===== src/rgbe_scan_pkg.sv =====
package rgbe_scan_pkg;

   typedef struct packed {
      logic        start_flag;
      logic [7:0]  byte_value;
      logic [31:0] span_limit;
   } item_type;

   typedef struct packed {
      logic [2:0]  verdict;
      logic [31:0] total_length;
      logic [14:0] image_height;
      logic [14:0] image_width;
   } result_type;

   localparam logic [2:0] VERDICT_OK        = 3'd0;
   localparam logic [2:0] VERDICT_NO_DIMS   = 3'd1;
   localparam logic [2:0] VERDICT_DIM_RANGE = 3'd2;
   localparam logic [2:0] VERDICT_MARKER    = 3'd3;
   localparam logic [2:0] VERDICT_BAD_RUN   = 3'd4;
   localparam logic [2:0] VERDICT_TRUNC     = 3'd5;

   localparam logic [3:0] PH_IDLE   = 4'd0;
   localparam logic [3:0] PH_FIND_Y = 4'd1;
   localparam logic [3:0] PH_HEIGHT = 4'd2;
   localparam logic [3:0] PH_FIND_X = 4'd3;
   localparam logic [3:0] PH_WIDTH  = 4'd4;
   localparam logic [3:0] PH_NL     = 4'd5;
   localparam logic [3:0] PH_M0     = 4'd6;
   localparam logic [3:0] PH_M1     = 4'd7;
   localparam logic [3:0] PH_WHI    = 4'd8;
   localparam logic [3:0] PH_WLO    = 4'd9;
   localparam logic [3:0] PH_CODE   = 4'd10;
   localparam logic [3:0] PH_RUNVAL = 4'd11;
   localparam logic [3:0] PH_LIT    = 4'd12;

   localparam logic [7:0] CH_MINUS   = 8'h2D;
   localparam logic [7:0] CH_PLUS    = 8'h2B;
   localparam logic [7:0] CH_Y       = 8'h59;
   localparam logic [7:0] CH_X       = 8'h58;
   localparam logic [7:0] CH_SPACE   = 8'h20;
   localparam logic [7:0] CH_NEWLINE = 8'h0A;
   localparam logic [7:0] CH_ZERO    = 8'h30;
   localparam logic [7:0] CH_NINE    = 8'h39;
   localparam logic [7:0] SCAN_MARK  = 8'h02;
   localparam logic [7:0] RUN_FLOOR  = 8'd128;
   localparam logic [31:0] MIN_SPAN  = 32'd32;

   // "-Y " or "+X ", one char per index
   function automatic logic [7:0] tok_char(input logic use_x, input logic [1:0] idx);
      logic [7:0] c;
      case (idx)
         2'd0:    c = use_x ? CH_PLUS : CH_MINUS;
         2'd1:    c = use_x ? CH_X : CH_Y;
         default: c = CH_SPACE;
      endcase
      return c;
   endfunction

   // returns {hit, next match count}
   function automatic logic [2:0] tok_step(input logic [7:0] b, input logic [1:0] m,
                                           input logic use_x);
      logic [1:0] mn;
      if (b == tok_char(use_x, m)) begin
         mn = m + 2'd1;
      end else if (b == tok_char(use_x, 2'd0)) begin
         mn = 2'd1;
      end else begin
         mn = 2'd0;
      end
      return (mn == 2'd3) ? 3'b100 : {1'b0, mn};
   endfunction

endpackage


===== src/rgbe_scan_core.sv =====
module rgbe_scan_core #(
   parameter int HEADER_WINDOW = 4096,
   parameter int MAX_DIM       = 16384
) (
   input  logic                     clock,
   input  logic                     reset,
   input  logic                     step,
   input  rgbe_scan_pkg::item_type  item,
   output logic                     result_fire,
   output rgbe_scan_pkg::result_type result
);
   import rgbe_scan_pkg::*;

   logic [3:0]  phase_ff, phase_in;
   logic [1:0]  tm_ff, tm_in;
   logic [14:0] acc_ff, acc_in;
   logic        over_ff, over_in;
   logic [14:0] hgt_ff, hgt_in;
   logic [14:0] wid_ff, wid_in;
   logic [14:0] row_ff, row_in;
   logic [1:0]  chi_ff, chi_in;
   logic [14:0] rem_ff, rem_in;
   logic [7:0]  skip_ff, skip_in;
   logic [31:0] off_ff, off_in;
   logic [31:0] lim_ff, lim_in;

   logic [3:0]  c_phase;
   logic [1:0]  c_tm;
   logic [14:0] c_acc, c_hgt, c_wid, c_row, c_rem;
   logic        c_over;
   logic [1:0]  c_chi;
   logic [7:0]  c_skip;
   logic [31:0] c_off;

   logic        active, commit, fin, chunk, is_dig, run;
   logic [7:0]  b, n, skip_dec;
   logic [18:0] t;
   logic [14:0] acc_d, nval, nval_nx, row_inc;
   logic        over_d;
   logic [2:0]  tok;
   logic [2:0]  verdict;
   logic [31:0] len;
   logic [32:0] need, bound;

   always_comb begin
      b = item.byte_value;
      active = item.start_flag || (phase_ff != PH_IDLE);
      commit = step && active;

      if (item.start_flag) begin
         c_phase = PH_FIND_Y;
         c_tm    = '0;
         c_acc   = '0;
         c_over  = 1'b0;
         c_hgt   = '0;
         c_wid   = '0;
         c_row   = '0;
         c_chi   = '0;
         c_rem   = '0;
         c_skip  = '0;
         c_off   = '0;
         lim_in  = item.span_limit;
      end else begin
         c_phase = phase_ff;
         c_tm    = tm_ff;
         c_acc   = acc_ff;
         c_over  = over_ff;
         c_hgt   = hgt_ff;
         c_wid   = wid_ff;
         c_row   = row_ff;
         c_chi   = chi_ff;
         c_rem   = rem_ff;
         c_skip  = skip_ff;
         c_off   = off_ff;
         lim_in  = lim_ff;
      end

      phase_in = c_phase;
      tm_in    = c_tm;
      acc_in   = c_acc;
      over_in  = c_over;
      hgt_in   = c_hgt;
      wid_in   = c_wid;
      row_in   = c_row;
      chi_in   = c_chi;
      rem_in   = c_rem;
      skip_in  = c_skip;
      off_in   = c_off;

      fin     = 1'b0;
      chunk   = 1'b0;
      verdict = VERDICT_OK;
      len     = '0;
      need    = 33'd1;
      bound   = '0;
      nval_nx = '0;

      is_dig = (b >= CH_ZERO) && (b <= CH_NINE);
      t = 19'(c_acc) * 19'd10 + 19'(b - CH_ZERO);
      if (c_over) begin
         acc_d  = c_acc;
         over_d = 1'b1;
      end else if (t > 19'(MAX_DIM)) begin
         acc_d  = c_acc;
         over_d = 1'b1;
      end else begin
         acc_d  = t[14:0];
         over_d = 1'b0;
      end
      nval = c_over ? '0 : c_acc;

      tok = tok_step(b, (c_phase == PH_HEIGHT) ? 2'd0 : c_tm, c_phase != PH_FIND_Y);
      run = b > RUN_FLOOR;
      n = run ? {1'b0, b[6:0]} : b;
      skip_dec = (c_skip != 8'd0) ? c_skip - 8'd1 : c_skip;
      row_inc = c_row + 15'd1;

      if (item.start_flag && (item.span_limit < MIN_SPAN)) begin
         fin     = 1'b1;
         verdict = VERDICT_TRUNC;
      end else begin
         case (c_phase)
            PH_FIND_Y, PH_FIND_X: begin
               tm_in = tok[1:0];
               if (tok[2]) begin
                  phase_in = (c_phase == PH_FIND_Y) ? PH_HEIGHT : PH_WIDTH;
                  acc_in   = '0;
                  over_in  = 1'b0;
               end
            end
            PH_HEIGHT: begin
               if (is_dig) begin
                  acc_in  = acc_d;
                  over_in = over_d;
               end else begin
                  hgt_in = nval;
                  tm_in  = tok[1:0];
                  if (tok[2]) begin
                     phase_in = PH_WIDTH;
                     acc_in   = '0;
                     over_in  = 1'b0;
                  end else begin
                     phase_in = PH_FIND_X;
                  end
               end
            end
            PH_WIDTH: begin
               if (is_dig) begin
                  acc_in  = acc_d;
                  over_in = over_d;
               end else begin
                  wid_in = nval;
                  if ((c_hgt == '0) || (nval == '0)) begin
                     fin     = 1'b1;
                     verdict = VERDICT_DIM_RANGE;
                  end else if (b == CH_NEWLINE) begin
                     row_in   = '0;
                     phase_in = PH_M0;
                  end else begin
                     phase_in = PH_NL;
                  end
               end
            end
            PH_NL: begin
               if (b == CH_NEWLINE) begin
                  row_in   = '0;
                  phase_in = PH_M0;
               end
            end
            PH_M0, PH_M1: begin
               if (b != SCAN_MARK) begin
                  fin     = 1'b1;
                  verdict = VERDICT_MARKER;
               end else begin
                  phase_in = (c_phase == PH_M0) ? PH_M1 : PH_WHI;
               end
            end
            PH_WHI: begin
               if (b != {1'b0, c_wid[14:8]}) begin
                  fin     = 1'b1;
                  verdict = VERDICT_MARKER;
               end else begin
                  phase_in = PH_WLO;
               end
            end
            PH_WLO: begin
               if (b != c_wid[7:0]) begin
                  fin     = 1'b1;
                  verdict = VERDICT_MARKER;
               end else begin
                  chi_in   = '0;
                  rem_in   = c_wid;
                  phase_in = PH_CODE;
               end
            end
            PH_CODE: begin
               if ((n == 8'd0) || (15'(n) > c_rem)) begin
                  fin     = 1'b1;
                  verdict = VERDICT_BAD_RUN;
               end else begin
                  rem_in = c_rem - 15'(n);
                  if (run) begin
                     phase_in = PH_RUNVAL;
                  end else begin
                     skip_in  = n;
                     phase_in = PH_LIT;
                  end
               end
            end
            PH_RUNVAL: begin
               chunk = 1'b1;
            end
            PH_LIT: begin
               skip_in = skip_dec;
               chunk   = (skip_dec == 8'd0);
            end
            default: begin
               phase_in = PH_IDLE;
            end
         endcase

         if (chunk) begin
            if (c_rem != '0) begin
               phase_in = PH_CODE;
            end else if (c_chi == 2'd3) begin
               row_in = row_inc;
               if (row_inc >= c_hgt) begin
                  fin     = 1'b1;
                  verdict = VERDICT_OK;
                  len     = c_off + 32'd1;
               end else begin
                  phase_in = PH_M0;
               end
            end else begin
               chi_in   = c_chi + 2'd1;
               rem_in   = c_wid;
               phase_in = PH_CODE;
            end
         end

         case (phase_in)
            PH_M0:   need = 33'd4;
            PH_M1:   need = 33'd3;
            PH_WHI:  need = 33'd2;
            PH_LIT:  need = 33'(skip_in);
            default: need = 33'd1;
         endcase
         bound = {1'b0, lim_in};
         if ((phase_in <= PH_NL) && (bound > 33'(HEADER_WINDOW))) begin
            bound = 33'(HEADER_WINDOW);
         end
         nval_nx = over_in ? '0 : acc_in;

         if (!fin) begin
            if ({1'b0, c_off} + need >= bound) begin
               fin = 1'b1;
               if ((phase_in == PH_FIND_Y) || (phase_in == PH_HEIGHT) ||
                   (phase_in == PH_FIND_X)) begin
                  verdict = VERDICT_NO_DIMS;
               end else if (phase_in == PH_WIDTH) begin
                  wid_in  = nval_nx;
                  verdict = ((hgt_in != '0) && (nval_nx != '0)) ? VERDICT_TRUNC
                                                                : VERDICT_DIM_RANGE;
               end else begin
                  verdict = VERDICT_TRUNC;
               end
            end else begin
               off_in = c_off + 32'd1;
            end
         end
      end

      if (fin) begin
         phase_in = PH_IDLE;
      end

      result_fire = commit && fin;
      result.verdict      = verdict;
      result.total_length = len;
      result.image_height = hgt_in;
      result.image_width  = wid_in;
   end

   always_ff @(posedge clock) begin
      if (reset) begin
         phase_ff <= PH_IDLE;
         tm_ff    <= '0;
         acc_ff   <= '0;
         over_ff  <= 1'b0;
         hgt_ff   <= '0;
         wid_ff   <= '0;
         row_ff   <= '0;
         chi_ff   <= '0;
         rem_ff   <= '0;
         skip_ff  <= '0;
         off_ff   <= '0;
         lim_ff   <= '0;
      end else if (commit) begin
         phase_ff <= phase_in;
         tm_ff    <= tm_in;
         acc_ff   <= acc_in;
         over_ff  <= over_in;
         hgt_ff   <= hgt_in;
         wid_ff   <= wid_in;
         row_ff   <= row_in;
         chi_ff   <= chi_in;
         rem_ff   <= rem_in;
         skip_ff  <= skip_in;
         off_ff   <= off_in;
         lim_ff   <= lim_in;
      end
   end

endmodule


===== src/rgbe_image_extent_scanner.sv =====
// Radiance RGBE image extent scanner.
//
// Input channel (req_*): one byte of a candidate picture per word. A word with
// req_start_flag set opens a new candidate and samples req_span_limit; a start
// in the middle of a candidate drops the old one without a result.
// Result channel (rsp_*): at most one word per candidate, carrying the verdict,
// the total length (ok only), and the parsed height and width.
//
// A byte that is taken lands in the input register and is parsed from there
// when no result waits on the receiver; any result is registered for the result
// channel. Throughput is one byte per cycle unless the receiver stalls, set by
// the single parse stage that updates the header and run-length counters.
//
// When the receiver stalls with a result pending, an empty input register still
// takes one more byte; further bytes wait until the result is taken.
// Reset returns the parser to idle; bytes without a start are then ignored.
module rgbe_image_extent_scanner #(
   parameter int HEADER_WINDOW = 4096,
   parameter int MAX_DIM       = 16384
) (
   input  logic        clock,
   input  logic        reset,
   input  logic        req_valid,
   output logic        req_ready,
   input  logic        req_start_flag,
   input  logic [7:0]  req_byte_value,
   input  logic [31:0] req_span_limit,
   output logic        rsp_valid,
   input  logic        rsp_ready,
   output logic [2:0]  rsp_verdict,
   output logic [31:0] rsp_total_length,
   output logic [14:0] rsp_image_height,
   output logic [14:0] rsp_image_width
);
   import rgbe_scan_pkg::*;

   logic       in_vld_ff, in_vld_in;
   item_type   in_item_ff;
   logic       rsp_vld_ff, rsp_vld_in;
   result_type rsp_item_ff;
   logic       step;
   logic       res_fire;
   result_type res;

   assign step      = in_vld_ff && (!rsp_vld_ff || rsp_ready);
   assign req_ready = !in_vld_ff || step;

   always_comb begin
      if (req_valid && req_ready) begin
         in_vld_in = 1'b1;
      end else if (step) begin
         in_vld_in = 1'b0;
      end else begin
         in_vld_in = in_vld_ff;
      end

      if (res_fire) begin
         rsp_vld_in = 1'b1;
      end else if (rsp_ready) begin
         rsp_vld_in = 1'b0;
      end else begin
         rsp_vld_in = rsp_vld_ff;
      end
   end

   rgbe_scan_core #(
      .HEADER_WINDOW (HEADER_WINDOW),
      .MAX_DIM       (MAX_DIM)
   ) u_core (
      .clock       (clock),
      .reset       (reset),
      .step        (step),
      .item        (in_item_ff),
      .result_fire (res_fire),
      .result      (res)
   );

   always_ff @(posedge clock) begin
      if (reset) begin
         in_vld_ff  <= 1'b0;
         rsp_vld_ff <= 1'b0;
      end else begin
         in_vld_ff  <= in_vld_in;
         rsp_vld_ff <= rsp_vld_in;
      end
   end

   always_ff @(posedge clock) begin
      if (req_valid && req_ready) begin
         in_item_ff.start_flag <= req_start_flag;
         in_item_ff.byte_value <= req_byte_value;
         in_item_ff.span_limit <= req_span_limit;
      end
      if (res_fire) begin
         rsp_item_ff <= res;
      end
   end

   assign rsp_valid        = rsp_vld_ff;
   assign rsp_verdict      = rsp_item_ff.verdict;
   assign rsp_total_length = rsp_item_ff.total_length;
   assign rsp_image_height = rsp_item_ff.image_height;
   assign rsp_image_width  = rsp_item_ff.image_width;

endmodule

===== config.mk =====
export PLATFORM = sky130hd
export DESIGN_NAME = rgbe_image_extent_scanner
export DESIGN_NICKNAME = d
export VERILOG_FILES = /design/src/rgbe_scan_pkg.sv /design/src/rgbe_scan_core.sv /design/src/rgbe_image_extent_scanner.sv
export SDC_FILE = /design/constraint.sdc
export NUM_CORES = 1
export LEC_CHECK = 0
export ABC_AREA = 1
export BUFFER_PORTS_ARGS = -buffer_cell sky130_fd_sc_hd__buf_2
export CORE_ASPECT_RATIO = 1.1
export CORE_UTILIZATION = 65
export DETAILED_ROUTE_END_ITERATION = 6
export GPL_TIMING_DRIVEN = 0
export PLACE_DENSITY_LB_ADDON = 0.12
export SETUP_SLACK_MARGIN = 0.5
export SLEW_MARGIN = 40
export SYNTH_ARGS = -nofsm -noshare
export SYNTH_HDL_FRONTEND = slang
export SYNTH_SLANG_ARGS = --single-unit

===== constraint.sdc =====
create_clock -name clock -period 19.5 [get_ports clock]
set_clock_uncertainty 0.15 [all_clocks]
set_input_delay 0.975 -clock clock [delete_from_list [all_inputs] [get_ports clock]]
set_output_delay 0.975 -clock clock [all_outputs]
set_load 0.01 [all_outputs]

==> results of run 1 <==
## power groups by stage
stage | registers, mW | logic (mW) | clock network, mW
after floorplan | 0.628 | 0.197 | 0
after global placement | 0.631 | 0.286 | 0
after detailed placement | 0.631 | 0.297 | 0
after CTS | 0.619 | 0.299 | 0.541
after global routing | 0.622 | 0.333 | 0.560
final | 0.620 | 0.314 | 0.547
## flip-flops by register name (all words and copies together) (netlist names), 15 cells and up
name              flops
in_item_ff           41
rsp_image_width      15
rsp_image_height     15
u_core.rem_ff        15
u_core.wid_ff        15
rsp_total_length     32
u_core.hgt_ff        15
u_core.acc_ff        15
u_core.lim_ff        32
u_core.off_ff        32
u_core.row_ff        15
## worst paths after layout
path,slack (ps),depth (start not counted),endpoint,start
worst max-delay path,7630,63,rsp_image_height[11],in_item_ff[40]
worst min-delay path,310,2,u_core.lim_ff[2],u_core.lim_ff[2]
worst max register to register,7630,63,rsp_image_height[11],in_item_ff[40]
worst min register to register,310,2,u_core.lim_ff[2],u_core.lim_ff[2]
## synthesized netlist by cell type, types with 5 or more instances
cell         n
inv_2       11
nand3_1    126
xnor2_1     18
o22ai_1      5
nor2_2       6
o21a_1       7
o21ai_2     13
buf_6       14
nand2_1    653
buf_2       16
nand4_1     34
dfxtp_1    158
o21ai_1     23
nor3_1      29
inv_1      409
o221ai_1     5
a21oi_2      9
nand2_2     17
nor2_1     314
nand3b_1    11
a21oi_1    254
ha_1       118
a21o_1       6
buf_1        9
or2_2       26
xor2_1      90
nor2_4       8
edfxtp_1   106
clkinv_1     6
o2111ai_1    8
o211ai_1    21
clkbuf_1    72
a211oi_1    28
a31oi_1     10
nor4_1      33
o21ai_0    169
## per-stage QoR
step	utilization (%)	worst slack, ps	instance area (um2)
6_report	73.53	7631	21980
5_1_grt	73.51	6839	21980
4_1_cts	73.48	7820	21970
3_5_place_dp	70.40	7929	21050
3_3_place_gp	70.33	6955	21020
2_1_floorplan	-	9845	19960
## cells by family (layout without fill, tap and decap cells)
kind of cell | after synthesis | in the layout | synth area share (%)
AND/OR/NAND/NOR | 1282 | 1282 | 28.14
buffers and inverters | 540 | 706 | 10.87
other | 0 | 2 | 0
flip-flops | 264 | 264 | 31.80
adder cells (fa/ha/maj) | 122 | 122 | 7.799
XOR/XNOR | 108 | 108 | 4.740
AO/OA/AOI/OAI | 585 | 585 | 16.66
## metal layers
metal  part of all wire [%]  track usage [%]  up-vias
met4                    4.9            19.24        0
li1                       -                -     9810
met3                     13            9.122      268
met1                     40            57.06     9638
met5                      0                0        -
met2                     42            65.72     1438
## area by class of cell
| type | count | area (um2) |
|---|---|---|
| antenna | 2 | 5.005 |
| buffer | 113 | 564.3 |
| clock buffer | 39 | 792.0 |
| clock inverter | 15 | 127.6 |
| fill | 2421 | 7913 |
| inverter | 427 | 1609 |
| multi-input combinational | 2097 | 11450 |
| sequential | 264 | 6346 |
| tap | 408 | 510.5 |
| timing repair buffer | 112 | 575.6 |
## critical path: cells and delay by family (launching register included)
kind / cells / cell delay, ps
compound gates: 8 / 1850
simple gates: 34 / 4450
fa+ha+maj: 4 / 960
flops: 1 / 490
xor+xnor: 2 / 400
buf+inv: 15 / 3190
==> flow_summary.yaml, run 1 <==
clock_network:
  cts_resized: 0
  clock_latency_ps: 580
  htree_levels: 1
  cts_tree: "built"
  clock_path_buffers: 3
  cts_sinks: 264
  cts_hold_buf: 0
  numCtsBuffers: 29
  root_buffer: "clkbuf_16"
  post_cts_buffers: 0
  clk_pin_slew_ps: 60
drt:
  dr_total_vias: 21150
  dr.first_iter.drc_count: 2789
  drc: 1
  ant_nets: 0
  drt-total-wl_mm: 67.68
  dr.pass1.iters: 7
  viasPerCell: 6.084
  wl_per_cell_um: 19.46
timing:
  period_minus_slack_ps: 11870
  drv_slew: 0
  max_freq_ghz: 0.08425
  holdWs_ps: 307.6
  tightest_slew_ps: 970.4
  period_share_pct: 60.87
  setup_violations: 0
  final_hold_viol_count: 0
  slew-limit-headroom_pct: 35.31
  rsz0062_at_grt: "false"
  tns_ps: 0
synth:
  yosys_warnings: 0
  synthesis.area_mm2: 0.01996
  seq_area_frac_synth_pct: 31.80
  async_flop_share_pct: 0
  synth_edf_count: 106
  synth_top_cell_by_area: "edfxtp_1"
  synthFlopType: "dfxtp_1"
  synth.avg_cell_area_um2: 6.880
  synthDistinctLibCells: 69
  synthTopCellsByArea: "edfxtp_1 16%, dfxtp_1 16%, nand2_1 12%"
  syn_inst: 2901
  synth-seq-cells: 264
  synth_top_area_share_pct: 15.95
  syn_nets: 3068
floorplan:
  start_util_pct: 66.76
  chipWidth_um: 169.1
  core_mm2: 0.02989
  rows: 66
  die_h_um: 185.8
  dieArea_mm2: 0.03141
  num_io_pins: 112
setup_path:
  cp_max_fo: 52
  arrival_ps: 11960
  slowest_delay_ps: 750
  start_kind: "flip-flop"
  critPathSlowestCell: "clkbuf_1"
  worstPathRequired_ps: 19590
  crit_type: "flip-flop to flip-flop"
  end_kind: "flip-flop"
  timing.critical_path.mode_cell: "nand2_1"
placed_design:
  portBuffers: 111
  place_hpwl_mm: 52.05
  gp_congestion: 1.027
  place_inst: 3421
power_and_ir_drop:
  cellLeakagePower_nw: 9.743
  p_switching_mw: 0.4916
  combPwrFrac_pct: 21.2
  ir_worst_vdd_v: 0.00007869
  fin_total_pwr_mw: 1.481
  p_seq_share_pct: 41.9
  p_sw_share_pct: 33.20
  clock_power_share_pct: 36.9
  powerDensity_mw_per_mm2: 67.38
  intPower_mw: 0.9894
final_layout:
  fin_nets: 3211
  finalNonFillerCells: 3477
  final_common_cell: "nand2_1"
  area_delta_synth_final_pct: 10.14
  layout_common_cells: "653 x nand2_1, 407 x inv_1, 312 x nor2_1"
  drive_gt1_share_pct: 10.04
global_routing:
  grt_max_degree: 53
  grt_pass1_vias: 19500
  grt.total_usage_pct: 42.53
  antenna_found_initial: 1
  grt_pass1_wl_mm: 103.6
  grt_overflow: 0
hold_path:
  hold_class: "flip-flop to flip-flop"
status:
  outcome: "finished with violations"
  violations: "design-rule violations"
flow_run:
  drv_cap: 0
(Power assumes the default switching activity.)
==> inputs of run 2 (changes only) <==
CORE_UTILIZATION = 57   (was 65)
clock period = 9.8 ns   (was 19.5 ns; I/O delays follow)
==> run 2 against run 1 <==
Effect of this change: the flow now finishes without violations; sequential power up 98%; critical endpoint is now rsp_image_width[13]; die area is 14% higher; first-iteration DRC count shrank 12%; critical path depth is 12 lower; global-route usage fell by 4.9 points; largest cell class unchanged; via count shrank 0.40%; clock-buffer cell count is 4 lower.
==> flow_summary.yaml, run 2 (synthesis gave the netlist of run 1 again) <==
power_and_ir_drop:
  cellLeakagePower_nw: 10.48
  ir_worst_vdd_v: 0.0001462
  fin_total_pwr_mw: 3.127
  powerDensity_mw_per_mm2: 133.0
timing:
  drv_slew: 0
  slew-limit-headroom_pct: 36.33
  tightest_slew_ps: 955.0
  holdWs_ps: 133.2
  period_share_pct: 92.74
  final_hold_viol_count: 0
  period_minus_slack_ps: 9089
  setup_violations: 0
  rsz0062_at_grt: "true"
  max_freq_ghz: 0.1100
clock_network:
  clock_path_buffers: 3
  numCtsBuffers: 30
  cts_sinks: 264
  root_buffer: "clkbuf_16"
  htree_levels: 1
  clock_latency_ps: 580
  clk_pin_slew_ps: 60
  cts_tree: "built"
final_layout:
  top_register: "in_item_ff"
  final_common_cell: "nand2_1"
  drive_gt1_share_pct: 13.36
  largest_register_ffs: 41
  stdcell_area_mm2: 0.02351
  n_fill_cell: 2991
  fin_nets: 3309
  layout_common_cells: "647 x nand2_1, 405 x inv_1, 300 x nor2_1"
  area_delta_synth_final_pct: 17.79
floorplan:
  rows: 71
  start_util_pct: 58.05
  num_io_pins: 112
  core_mm2: 0.03438
  dieArea_mm2: 0.03577
  chipWidth_um: 180.4
  die_h_um: 198.3
global_routing:
  grt_pass1_vias: 19170
  grt_pass1_wl_mm: 105.1
  grt_overflow: 0
  grt.total_usage_pct: 37.65
  grt_max_degree: 27
  antenna_found_initial: 1
drt:
  wl_per_cell_um: 19.29
  dr.pass1.iters: 7
  ant_nets: 0
  dr.first_iter.drc_count: 2451
  drc: 0
  viasPerCell: 5.844
  drt-total-wl_mm: 69.55
  dr_total_vias: 21070
placed_design:
  portBuffers: 111
  dpl_cell_area_mm2: 0.02115
  gp_congestion: 1.019
  place_hpwl_mm: 53.21
setup_path:
  slowest_delay_ps: 460
  critPathSlowestCell: "edfxtp_1"
  arrival_ps: 9250
  crit_type: "flip-flop to flip-flop"
  cp_max_fo: 10
  reg2reg_slack_ps: 710
  end_kind: "flip-flop"
  start_kind: "flip-flop"
  worstPathRequired_ps: 9960
hold_path:
  hold_class: "input pin to flip-flop"
flow_run:
  drv_cap: 0
status:
  outcome: "completed"
run 2: layer usage:
metal | global-route usage (%) | routed length, um | vias to the layer above
li1 | - | - | 10040
met1 | 50.63 | 28650 | 9737
met2 | 60.77 | 31410 | 1114
met3 | 5.481 | 6808 | 181
met4 | 15.29 | 2681 | 0
met5 | 0 | 0 | -
run 2: layout make-up:
type	instances	area, um2	share of cell area (%)
Inverter	427	1612	6.855
Clock inverter	21	269.0	1.144
Antenna cell	1	2.502	0.01065
Buffer	113	665.6	2.832
Clock buffer	35	790.8	3.364
Tap cell	438	548.0	2.331
Multi-Input combinational cell	2097	11760	50.03
Sequential cell	264	6346	27.00
Timing Repair Buffer	209	1513	6.435
run 2: power by group:
part / internal [mW] / switching [mW] / total [mW]
clock: 0.736 / 0.479 / 1.21
combinational: 0.220 / 0.458 / 0.678
sequential: 1.20 / 0.0337 / 1.23
run 2: worst max-delay path, delay by kind of cell (launching register included):
family          cells  cell delay, ps
xor+xnor            2             430
compound gates     11            1680
flops               1             460
buf+inv            16            2610
simple gates       18            2330
fa+ha+maj           4            1100
run 2: timing repair:
item                                   4_1_cts  5_1_grt
setup endpoints to repair                  135      135
resized for setup                           45       61
hold buffers                                41        0
setup buffers                               11       41
pin swaps                                   10       34
endpoints found under the hold margin       41        0
gates cloned                                 1        1
run 2: stage by stage:
stage / util [%] / std cells / setup WS [ps] / setup TNS, ps
4_1_cts: 66.64 / 3562 / 514.9 / 0
3_5_place_dp: 61.52 / 3453 / -1632 / -185860
5_1_grt: 68.38 / 3605 / 293.8 / 0
6_report: 68.38 / 3605 / 711.1 / 0
3_3_place_gp: 61.28 / 3450 / -2246 / -214830
2_1_floorplan: - / 2901 / 526.7 / 0
run 2: path summary, 6_finish.rpt:
check / endpoint / depth (start not counted) / start
max: rsp_image_width[13] / 51 / in_item_ff[40]
min: u_core.wid_ff[0] / 4 / reset
max reg2reg: rsp_image_width[13] / 51 / in_item_ff[40]
min reg2reg: u_core.lim_ff[5] / 2 / u_core.lim_ff[5]
